File: src/rtl/nest_pkg.sv
package nest_pkg;

   localparam int TableDepth = 64;
   localparam int IdxW = $clog2(TableDepth);
   localparam int CntW = $clog2(TableDepth + 1);
   localparam logic [15:0] RadiusReset = 16'd10000;

   typedef enum logic [1:0] {
      FUNC_INSERT        = 2'd0,
      FUNC_REMOVE        = 2'd1,
      FUNC_NEAREST       = 2'd2,
      FUNC_NEAREST_STATE = 2'd3
   } func_type;

   typedef enum logic [1:0] {
      ST_OK     = 2'd0,
      ST_DUP    = 2'd1,
      ST_FULL   = 2'd2,
      ST_ABSENT = 2'd3
   } status_type;

   typedef enum logic [1:0] {
      S_IDLE,
      S_SCAN,
      S_DONE
   } state_type;

   typedef struct packed {
      logic [1:0]         func;
      logic [15:0]        object_id;
      logic signed [15:0] pos_x;
      logic signed [15:0] pos_y;
      logic signed [15:0] pos_z;
      logic [3:0]         obj_state;
   } req_type;

   typedef struct packed {
      logic       found;
      logic [15:0] nearest_id;
      logic [1:0] status;
   } rsp_type;

   // one stored entry
   typedef struct packed {
      logic [15:0]        id;
      logic signed [15:0] x;
      logic signed [15:0] y;
      logic signed [15:0] z;
      logic [3:0]         st;
   } entry_type;

   // controls broadcast from the sequencer to every cell
   typedef struct packed {
      logic rotate;   // every cell takes its right neighbor's entry
      logic load;     // last cell takes the new entry
   } cell_ctl_type;

endpackage

File: src/rtl/nest_cell.sv
// One table slot; in a rotation it takes its neighbor's entry.
module nest_cell (
   input  logic                  clock,
   input  nest_pkg::cell_ctl_type ctl,
   input  nest_pkg::entry_type   nbr_in,
   input  nest_pkg::entry_type   new_in,
   input  logic                  is_last,
   output nest_pkg::entry_type   entry_out
);
   import nest_pkg::*;

   entry_type entry_ff;
   entry_type entry_in;

   // pick neighbor or new entry
   always_comb begin
      entry_in = entry_ff;
      if (ctl.rotate) begin
         entry_in = (is_last && ctl.load) ? new_in : nbr_in;
      end
   end

   always_ff @(posedge clock) begin
      entry_ff <= entry_in;
   end

   assign entry_out = entry_ff;
endmodule

File: src/rtl/nest_dist.sv
// Pipelined squared distance of the head entry to the query point.
module nest_dist (
   input  logic                clock,
   input  nest_pkg::req_type   req,
   input  nest_pkg::entry_type head,
   output logic [33:0]         dist2
);
   import nest_pkg::*;

   logic [16:0] ax_in, ay_in, az_in;
   logic [33:0] sx_ff, sy_ff, sz_ff;
   logic [33:0] dist2_ff;
   logic signed [16:0] dx, dy, dz;

   // absolute differences
   always_comb begin
      dx = 17'(signed'(req.pos_x)) - 17'(signed'(head.x));
      dy = 17'(signed'(req.pos_y)) - 17'(signed'(head.y));
      dz = 17'(signed'(req.pos_z)) - 17'(signed'(head.z));
      ax_in = dx[16] ? 17'(-dx) : 17'(dx);
      ay_in = dy[16] ? 17'(-dy) : 17'(dy);
      az_in = dz[16] ? 17'(-dz) : 17'(dz);
   end

   // square, then sum
   always_ff @(posedge clock) begin
      sx_ff    <= 34'(ax_in) * 34'(ax_in);
      sy_ff    <= 34'(ay_in) * 34'(ay_in);
      sz_ff    <= 34'(az_in) * 34'(az_in);
      dist2_ff <= sx_ff + sy_ff + sz_ff;
   end

   assign dist2 = dist2_ff;
endmodule

File: src/rtl/nearest_entry_search_table_core.sv
// Nearest-entry search table.
// Input: raise start with req for one cycle while busy is low; the item is
// taken at that edge. Insert, remove, nearest and state-filtered nearest.
// Output: one result per item, shown on rsp for one cycle with rsp_valid.
// The receiver cannot stall; results are never held.
// Entries sit in a ring of cells. Every item rotates the whole ring once,
// one cell per cycle, so the head cell sees each slot in table order.
// Remove drops the matching entry during the rotation; insert appends at
// the end. Distances run through a two-stage squaring pipe at the head.
// Sequence: the start edge enters the scan state, which covers the rotation
// and the pipe drain, then the done state finishes; rsp_valid is registered
// from the done state and the result transfers at the next edge. Busy stays
// high through scan and done, so a new item is taken at the earliest at the
// edge that takes the result. csr_wr_en writes search_radius (reset 10000);
// the user writes it only while idle, the block does not enforce this.
// Reset empties the table (count 0) and returns to idle; no clearing pass.
module nearest_entry_search_table_core (
   input  logic              clock,
   input  logic              reset,
   input  logic              start,
   output logic              busy,
   input  nest_pkg::req_type req_data,
   output logic              rsp_valid,
   output nest_pkg::rsp_type rsp_data,
   input  logic              csr_wr_en,
   input  logic [15:0]       csr_wr_data
);
   import nest_pkg::*;

   localparam int StepW = $clog2(TableDepth + 4);

   state_type   state_ff, state_in;
   req_type     req_ff;
   logic [15:0] radius_ff;
   logic [CntW-1:0] count_ff, count_in;
   logic [StepW-1:0] step_ff, step_in;   // cycles into the scan
   logic         hit_ff, hit_in;         // remove or duplicate matched
   logic         dropped_ff, dropped_in;
   logic [33:0]  best_ff, best_in;
   logic         found_ff, found_in;
   logic [15:0]  nid_ff, nid_in;
   logic         rvalid_ff;
   rsp_type      rsp_ff, rsp_in;
   logic [CntW-1:0] rd_ff;               // index of head entry entering pipe
   logic         vp1_ff, vp2_ff;         // pipe valid
   logic [15:0]  idp1_ff, idp2_ff;
   logic         rot, drop, is_q;
   cell_ctl_type ctl;
   entry_type    cells [TableDepth];
   entry_type    head, new_e, tail_src;
   logic [33:0]  dist2;

   assign head = cells[0];
   assign is_q = req_ff.func[1];
   assign new_e = '{id: req_ff.object_id, x: req_ff.pos_x, y: req_ff.pos_y,
                    z: req_ff.pos_z, st: req_ff.obj_state};

   // ring rotates while the scan step is below TableDepth
   assign rot  = (state_ff == S_SCAN) && (step_ff < StepW'(TableDepth));
   assign drop = rot && (req_ff.func == FUNC_REMOVE) && !dropped_ff
                 && (rd_ff < count_ff) && (head.id == req_ff.object_id);

   // once an entry is dropped the tail skips it and takes the next one
   assign tail_src = (drop || dropped_ff) ? cells[1] : cells[0];
   assign ctl = '{rotate: rot,
                  load: rot && (req_ff.func == FUNC_INSERT) && (rd_ff == count_ff)};

   // ring of cells; the tail takes the head, the new entry or the head's neighbor
   genvar g;
   generate
      for (g = 0; g < TableDepth; g++) begin : g_cell
         nest_cell u_cell (
            .clock    (clock),
            .ctl      (ctl),
            .nbr_in   ((g == TableDepth - 1) ? tail_src : cells[(g + 1) % TableDepth]),
            .new_in   (new_e),
            .is_last  (g == TableDepth - 1),
            .entry_out(cells[g])
         );
      end
   endgenerate

   nest_dist u_dist (
      .clock(clock),
      .req  (req_ff),
      .head (head),
      .dist2(dist2)
   );

   // scan sequencer
   always_comb begin
      state_in   = state_ff;
      step_in    = step_ff;
      count_in   = count_ff;
      hit_in     = hit_ff;
      dropped_in = dropped_ff;
      best_in    = best_ff;
      found_in   = found_ff;
      nid_in     = nid_ff;
      rsp_in     = rsp_ff;
      case (state_ff)
         S_IDLE: begin
            if (start) begin
               state_in   = S_SCAN;
               step_in    = '0;
               hit_in     = 1'b0;
               dropped_in = 1'b0;
               best_in    = 34'(radius_ff) * 34'(radius_ff);
               found_in   = 1'b0;
               nid_in     = '0;
            end
         end
         S_SCAN: begin
            step_in = step_ff + 1'b1;
            if (rot && rd_ff < count_ff && head.id == req_ff.object_id) begin
               hit_in = 1'b1;
            end
            if (drop) begin
               dropped_in = 1'b1;
            end
            if (vp2_ff && dist2 < best_ff) begin
               best_in  = dist2;
               found_in = 1'b1;
               nid_in   = idp2_ff;
            end
            if (step_ff == StepW'(TableDepth + 3)) begin
               state_in = S_DONE;
            end
         end
         S_DONE: begin
            state_in = S_IDLE;
            rsp_in   = '{found: 1'b0, nearest_id: '0, status: ST_OK};
            case (func_type'(req_ff.func))
               FUNC_INSERT: begin
                  if (hit_ff) begin
                     rsp_in.status = ST_DUP;
                  end else if (count_ff >= CntW'(TableDepth)) begin
                     rsp_in.status = ST_FULL;
                  end else begin
                     count_in = count_ff + 1'b1;
                  end
               end
               FUNC_REMOVE: begin
                  if (hit_ff) begin
                     count_in = count_ff - 1'b1;
                  end else begin
                     rsp_in.status = ST_ABSENT;
                  end
               end
               default: begin
                  rsp_in.found      = found_ff;
                  rsp_in.nearest_id = nid_ff;
               end
            endcase
         end
         default: state_in = S_IDLE;
      endcase
   end

   always_ff @(posedge clock) begin
      if (reset) begin
         state_ff  <= S_IDLE;
         count_ff  <= '0;
         radius_ff <= RadiusReset;
         rvalid_ff <= 1'b0;
         vp1_ff    <= 1'b0;
         vp2_ff    <= 1'b0;
      end else begin
         state_ff  <= state_in;
         count_ff  <= count_in;
         rvalid_ff <= (state_ff == S_DONE);
         vp1_ff    <= rot && is_q && (rd_ff < count_ff)
                      && (req_ff.func == FUNC_NEAREST || head.st == req_ff.obj_state);
         vp2_ff    <= vp1_ff;
         if (csr_wr_en) begin
            radius_ff <= csr_wr_data;
         end
      end
   end

   // payload registers
   always_ff @(posedge clock) begin
      if (state_ff == S_IDLE && start) begin
         req_ff <= req_data;
         rd_ff  <= '0;
      end else if (rot) begin
         rd_ff  <= rd_ff + 1'b1;
      end
      step_ff    <= step_in;
      hit_ff     <= hit_in;
      dropped_ff <= dropped_in;
      best_ff    <= best_in;
      found_ff   <= found_in;
      nid_ff     <= nid_in;
      rsp_ff     <= rsp_in;
      idp1_ff    <= head.id;
      idp2_ff    <= idp1_ff;
   end

   assign busy      = (state_ff != S_IDLE);
   assign rsp_valid = rvalid_ff;
   assign rsp_data  = rsp_ff;

   a_one_result: assert property (@(posedge clock) disable iff (reset)
      rsp_valid |=> !rsp_valid) else $error("back-to-back results");
   a_busy_done: assert property (@(posedge clock) disable iff (reset)
      (state_ff == S_DONE) |=> rsp_valid) else $error("result missing");
   a_count: assert property (@(posedge clock) disable iff (reset)
      count_ff <= CntW'(TableDepth)) else $error("count overflow");
endmodule

File: config.mk
export PLATFORM = sky130hd
export DESIGN_NAME = nearest_entry_search_table_core
export DESIGN_NICKNAME = d
export VERILOG_FILES = /design/src/rtl/nest_pkg.sv /design/src/rtl/nest_cell.sv /design/src/rtl/nest_dist.sv /design/src/rtl/nearest_entry_search_table_core.sv
export SDC_FILE = /design/constraint.sdc
export NUM_CORES = 2
export LEC_CHECK = 0
export BUFFER_PORTS_ARGS = -buffer_cell sky130_fd_sc_hd__buf_2
export CAP_MARGIN = 25
export CELL_PAD_IN_SITES_DETAIL_PLACEMENT = 0
export CELL_PAD_IN_SITES_GLOBAL_PLACEMENT = 2
export CORE_MARGIN = 2
export CORE_UTILIZATION = 40
export CTS_BUF_LIST = sky130_fd_sc_hd__clkbuf_2 sky130_fd_sc_hd__clkbuf_4 sky130_fd_sc_hd__clkbuf_8
export CTS_CLUSTER_DIAMETER = 60
export DETAILED_ROUTE_END_ITERATION = 10
export GPL_ROUTABILITY_DRIVEN = 0
export GPL_TIMING_DRIVEN = 1
export PLACE_DENSITY_LB_ADDON = 0.1
export SLEW_MARGIN = 20
export SYNTH_ARGS = -nofsm -noshare
export SYNTH_HDL_FRONTEND = slang
export SYNTH_HIERARCHICAL = 1
export SYNTH_SLANG_ARGS = --single-unit
File: constraint.sdc
create_clock -name clock -period 208.4 [get_ports clock]
set_clock_uncertainty 0.1 [all_clocks]
set_input_delay 0 -clock clock [delete_from_list [all_inputs] [get_ports clock]]
set_output_delay 0 -clock clock [all_outputs]
set_load 0.02 [all_outputs]
======== After elaboration in Yosys (flattened, before gate mapping) ========
Cells that the tools add are included.
cells by class
  add/sub/neg operators ................... 12
  $mul .................................... 4
  $lt $le $gt $ge ......................... 4
  equal/unequal tests ..................... 16
  multiplexer cells ....................... 31
  reduce and logical (&&, ||, !) cells .... 29
operators by type and width
  operator               number
  $mux W68               2
  $mul A17 B17 Y34       3
  $add A34 B34 Y34       2
  $mux W34               2
  $pmux W34 S2           1
  $mux W17               3
  $neg A17 Y17           3
  $sub A16 B16 Y17       3
  $lt A34 B34 Y1         1
  $mul A16 B16 Y32       1
  $mux W16               2
  $pmux W16 S2           1
  $mux W7                4
  $pmux W7 S2            2
  $add A7 B1 Y7 const B  3
  $eq A16 B16 Y1         1
  $logic_and A1 B1 Y1    14
  $mux W2                5
  $ne A2 B2 Y1 const B   5
  $reduce_and A3 Y1      3
  $pmux W2 S2            2
  $eq A7 B7 Y1           1
  $eq A7 B7 Y1 const B   1
  $ge A7 B7 Y1 const B   1
  other kinds (16)       30
word-level totals
  bits in registers ....................... 4,704
  output and inout bits ................... 21
  logic and storage cells ................. 444

======== Longest topological paths before layout ========
  depth after elaboration ................. 9
  gate-level depth with buffers ........... 39

======== Modules after synthesis ========
The synthesis kept the hierarchy.
modules (own cells, without submodules)
  module                           times used  cells an instance  area each (um^2)
  nest_cell                        64          144                2,940.3
  nest_dist                        1           3,717              32,607.5
  nearest_entry_search_table_core  1           1,605              16,971.3

======== Worst setup path before layout ========
Ideal clock, no wire load.
  path kind ............................... reg2reg
  start ................................... register step_ff[6]
  end ..................................... register rd_ff[5]
  setup time .............................. 0.088 ns
  data arrival time ....................... 203.687 ns
  required time ........................... 208.212 ns
  path slack .............................. 4.525 ns
  cell stages (with the launch flop) ...... 5
  path buffers ............................ 0
  path through ............................ edfxtp_1 -> nor2_1 -> nand4_1 -> or3_1 -> a21oi_1
RTL lines
  item                    RTL line                                text
  from (decl)             nearest_entry_search_table_core.sv:36   logic [StepW-1:0] step_ff, step_in;
  from (signal assigned)  nearest_entry_search_table_core.sv:189  step_ff <= step_in;
  to (signal assigned)    nearest_entry_search_table_core.sv:187  rd_ff <= rd_ff + 1'b1;
  to (decl)               nearest_entry_search_table_core.sv:44   logic [CntW-1:0] rd_ff;

======== Worst setup path after layout ========
  start ................................... register req_ff, in the netlist new_e[36]
  end ..................................... register u_dist.sx_ff[32]
on the way
  cells in the longest elaborated chain, start to end .. 4
ends and longest elaborated chain
  item                    RTL line                                text
  from (decl)             nearest_entry_search_table_core.sv:33   req_type req_ff;
  from (signal assigned)  nearest_entry_search_table_core.sv:184  req_ff <= req_data;
  $sub A16 B16 Y17 *      nest_dist.sv:17                         dx = 17'(signed'(req.pos_x)) - 17'(signed'(head.x));
  $neg A17 Y17            nest_dist.sv:20                         ax_in = dx[16] ? 17'(-dx) : 17'(dx);
  $mux W17 *              nest_dist.sv:20
  $mul A17 B17 Y34 *      nest_dist.sv:27                         sx_ff <= 34'(ax_in) * 34'(ax_in);
  to (signal assigned)    nest_dist.sv:27
  to (decl)               nest_dist.sv:11                         logic [33:0] sx_ff, sy_ff, sz_ff;
Mark *: on every way between the ends. The rest lies on a longest branch, timed or not.
A chain may end at the register's enable or synchronous reset.

==> run_results.csv <==
group,metric,value,unit
status,status,"complete, but fails checks",
status,violations,"slew limit",
global_route,grtUsageMet2,0.337,
synth,synth_sequential_area_ratio,0.585,
critical_path,critical_path.max_stage_delay,690,ps
synth,synth-warning-count,6,
synth,netlist_top_cells_area,"sky130_fd_sc_hd__edfxtp_1, sky130_fd_sc_hd__mux2_2, sky130_fd_sc_hd__mux2_4, sky130_fd_sc_hd__fa_1, sky130_fd_sc_hd__ha_1",
timing,relSlewSlack,-3.96,
final_layout,multi_input_comb_area,90400,µm²
clocking,clk_latency,1330,ps
clocking,clock_tree_from_tritoncts,"yes",
synth,netlist_top_cells_count,"sky130_fd_sc_hd__edfxtp_1, sky130_fd_sc_hd__mux2_2, sky130_fd_sc_hd__mux2_4",
synth,synth_top_area_share,0.568,
placed_design,dpl.cell_count,22200,
synth,ys.flop_type,"sky130_fd_sc_hd__edfxtp_1",
timing,maximum_operating_frequency,88.7,MHz
clocking,worst_setup_hold_path_clk_slew,60,ps
clocking,ctsHtreeMaxLevel,6,
critical_path,critPathTopFamily,"adder cells",
drt,drt_wl_total,643,mm
timing,final_period_minus_worst_setup_slack,11270,ps
clocking,postCtsSetupRepairBufs,0,
critical_path,cp_data_arrival_time,12310,ps
clocking,post_cts_hold_buffer_count,270,
placed_design,number_of_port_buffers,110,
synth,synthDominantAreaCellType,"sky130_fd_sc_hd__edfxtp_1",
placed_design,detailedPlacementHpwl,331,mm
final_layout,final_nets,16900,
final_layout,areaGrowthSynthToFinish,11.4,%
global_route,grt.total_usage,0.209,
critical_path,critical-path-top-cell-by-count,"sky130_fd_sc_hd__fa_1",
clocking,cts-buffers-inserted,815,
drt,firstDrtPassIters,5,
global_route,grt_max_degree,186,
global_route,top_usage_layer,"met2",
global_route,wire_length_of_the_first_global_routing_pass,939,mm
final_layout,seqCellArea,139000,µm²
floorplanning,rows,283,
synth,synth.cell_area,238000,µm²
final_layout,drive_above_1_share,0.375,
synth,most_common_cell_in_the_netlist,"sky130_fd_sc_hd__edfxtp_1",
floorplanning,floorplan.io_pins,111,
timing,fin_crit_sh,0.0541,
timing,fin_setup_tns,0,ps
floorplanning,floorplan.die_area,601000,µm²
critical_path,worstSetupPathType,"reg -> reg",
floorplanning,initial_core_util,0.401,
global_route,use_met1,0.299,
synth,ys_ff_latch,4701,
final_layout,final_cells,24000,
critical_path,critPathCaptureType,"register",
timing,rsz0062_at_grt,"false",
drt,vias,127000,
final_layout,final.fill_count,52100,
drt,avgRoutedWirePerCell,26.8,µm
floorplanning,chipHeight,775,µm
global_route,grt_pass1_vias,133000,
hold_path,holdCritPathClass,"in -> reg",
drt,route.detailed.drc,0,
critical_path,critical_path.max_fanout,65,
synth,synth-async-reset-ratio,0,
clocking,max-clock-path-buffers,4,
global_route,globalRouteMet3Util,0.0304,
timing,worstMarginPinSlew,7440,ps
synth,synth_enable_flop_cells,4501,
global_route,overflow,0,
drt,detail-route-antenna-nets,0,
flow_run,max_cap_violations,0,
synth,number_of_instances_in_the_synthesized_netlist,14500,
timing,final-hold-violation-count,0,
critical_path,critPathLaunchType,"register",
clocking,cts_resized,0,
global_route,grt_antenna_before_repair,27,
timing,final_report_max_slew_violation_count,4347,
critical_path,timing.critical_path.required,209440,ps
floorplanning,floorplan.die.width,775,µm
synth,synth.distinct_cells,93,
clocking,clock_sinks,4701,
clocking,clock_tree.root_cell,"sky130_fd_sc_hd__clkbuf_8",
timing,report.final.setup_viol,0,
drt,drt_iter0_markers,10000,
floorplanning,coreArea,593000,µm²
critical_path,critical_path.n_buffers_inverters,6,
critical_path,critPathSlowestCell,"sky130_fd_sc_hd__a2111oi_0",
synth,syn_area_per_cell,16.4,µm²
drt,route.detailed.vias_per_inst,5.30,
flip-flops by register name (all words and copies together), names as in the netlist, 16 cells and up:
register                 cells
u_dist/sx_ff                33
new_e                       68
idp2_ff                     16
idp1_ff                     16
u_dist/sy_ff                33
nid_ff                      16
g_cell.u_cell/entry_out   4352
rsp_data                    19
radius_ff                   16
best_ff                     34
u_dist/dist2                34
u_dist/sz_ff                33
final cells by class:
class                           instances  area share
Clock buffer                         1110      0.0512
Multi-Input combinational cell       8114       0.341
Antenna cell                            3   0.0000283
Tap cell                             7837      0.0370
Timing Repair Buffer                  588      0.0191
Clock inverter                        344     0.00843
Inverter                             1261      0.0179
Sequential cell                      4701       0.525
final timing paths:
| kind | slack, ps | to | cells past startpoint | startpoint |
|---|---|---|---|---|
| max | 197130 | u_dist/sx_ff[32] | 34 | new_e[36] |
| min | 190 | new_e[42] | 3 | req_data[42] |
| max reg2reg | 197130 | u_dist/sx_ff[32] | 34 | new_e[36] |
| min reg2reg | 230 | idp2_ff[13] | 0 | idp1_ff[13] |
cells in the final DEF (no fill, tap or decap), drive strengths merged, types with 58 or more instances in the layout:
cell and n:
xor2 92, edfxtp 4501, nand3 58, clkbuf 1112, mux2 4424, dlygate4sd3 270, dfxtp 200, nand2 484
ha 542, and2 93, o21ai 146, fa 775, nand2b 67, inv 1285, conb 102, a21oi 192
nor2 374, clkinv 297, buf 315, a21o 74, xnor2 172
cell families after synthesis:
kind of cell	Yosys count	synth area share
flops	4701	0.585
mux	4447	0.231
buf+inv	1821	0.0364
fa+ha+maj	1317	0.0938
simple gates	1309	0.0253
compound gates	674	0.0186
xor+xnor	265	0.00982
other cells	4	0.0000631
per-layer routing:
| metal | vias to the layer above | share of wire |
|---|---|---|
| li1 | 55600 | - |
| met1 | 67300 | 0.46 |
| met2 | 3263 | 0.47 |
| met3 | 891 | 0.050 |
| met4 | 14 | 0.023 |
| met5 | - | 0.00014 |
tightest hold or removal path: stages:
cell and delay (ps):
sky130_fd_sc_hd__dlygate4sd3_1 520, sky130_fd_sc_hd__buf_2 150, sky130_fd_sc_hd__dlygate4sd3_1 680
through the flow:
stage	setup WS [ps]	hold WS (ps)	area, µm²	util
after floorplan	4530	-28.4	238000	-
after global placement	197210	76.2	246000	0.415
after detailed placement	197110	78.1	246000	0.415
after CTS	197040	33.7	265000	0.446
after global routing	196160	79.4	265000	0.447
final	197130	194	265000	0.447
Power is left out: the tool's default activity adds up to more than one toggle a clock period on the data nets, which glitch-free logic cannot reach.
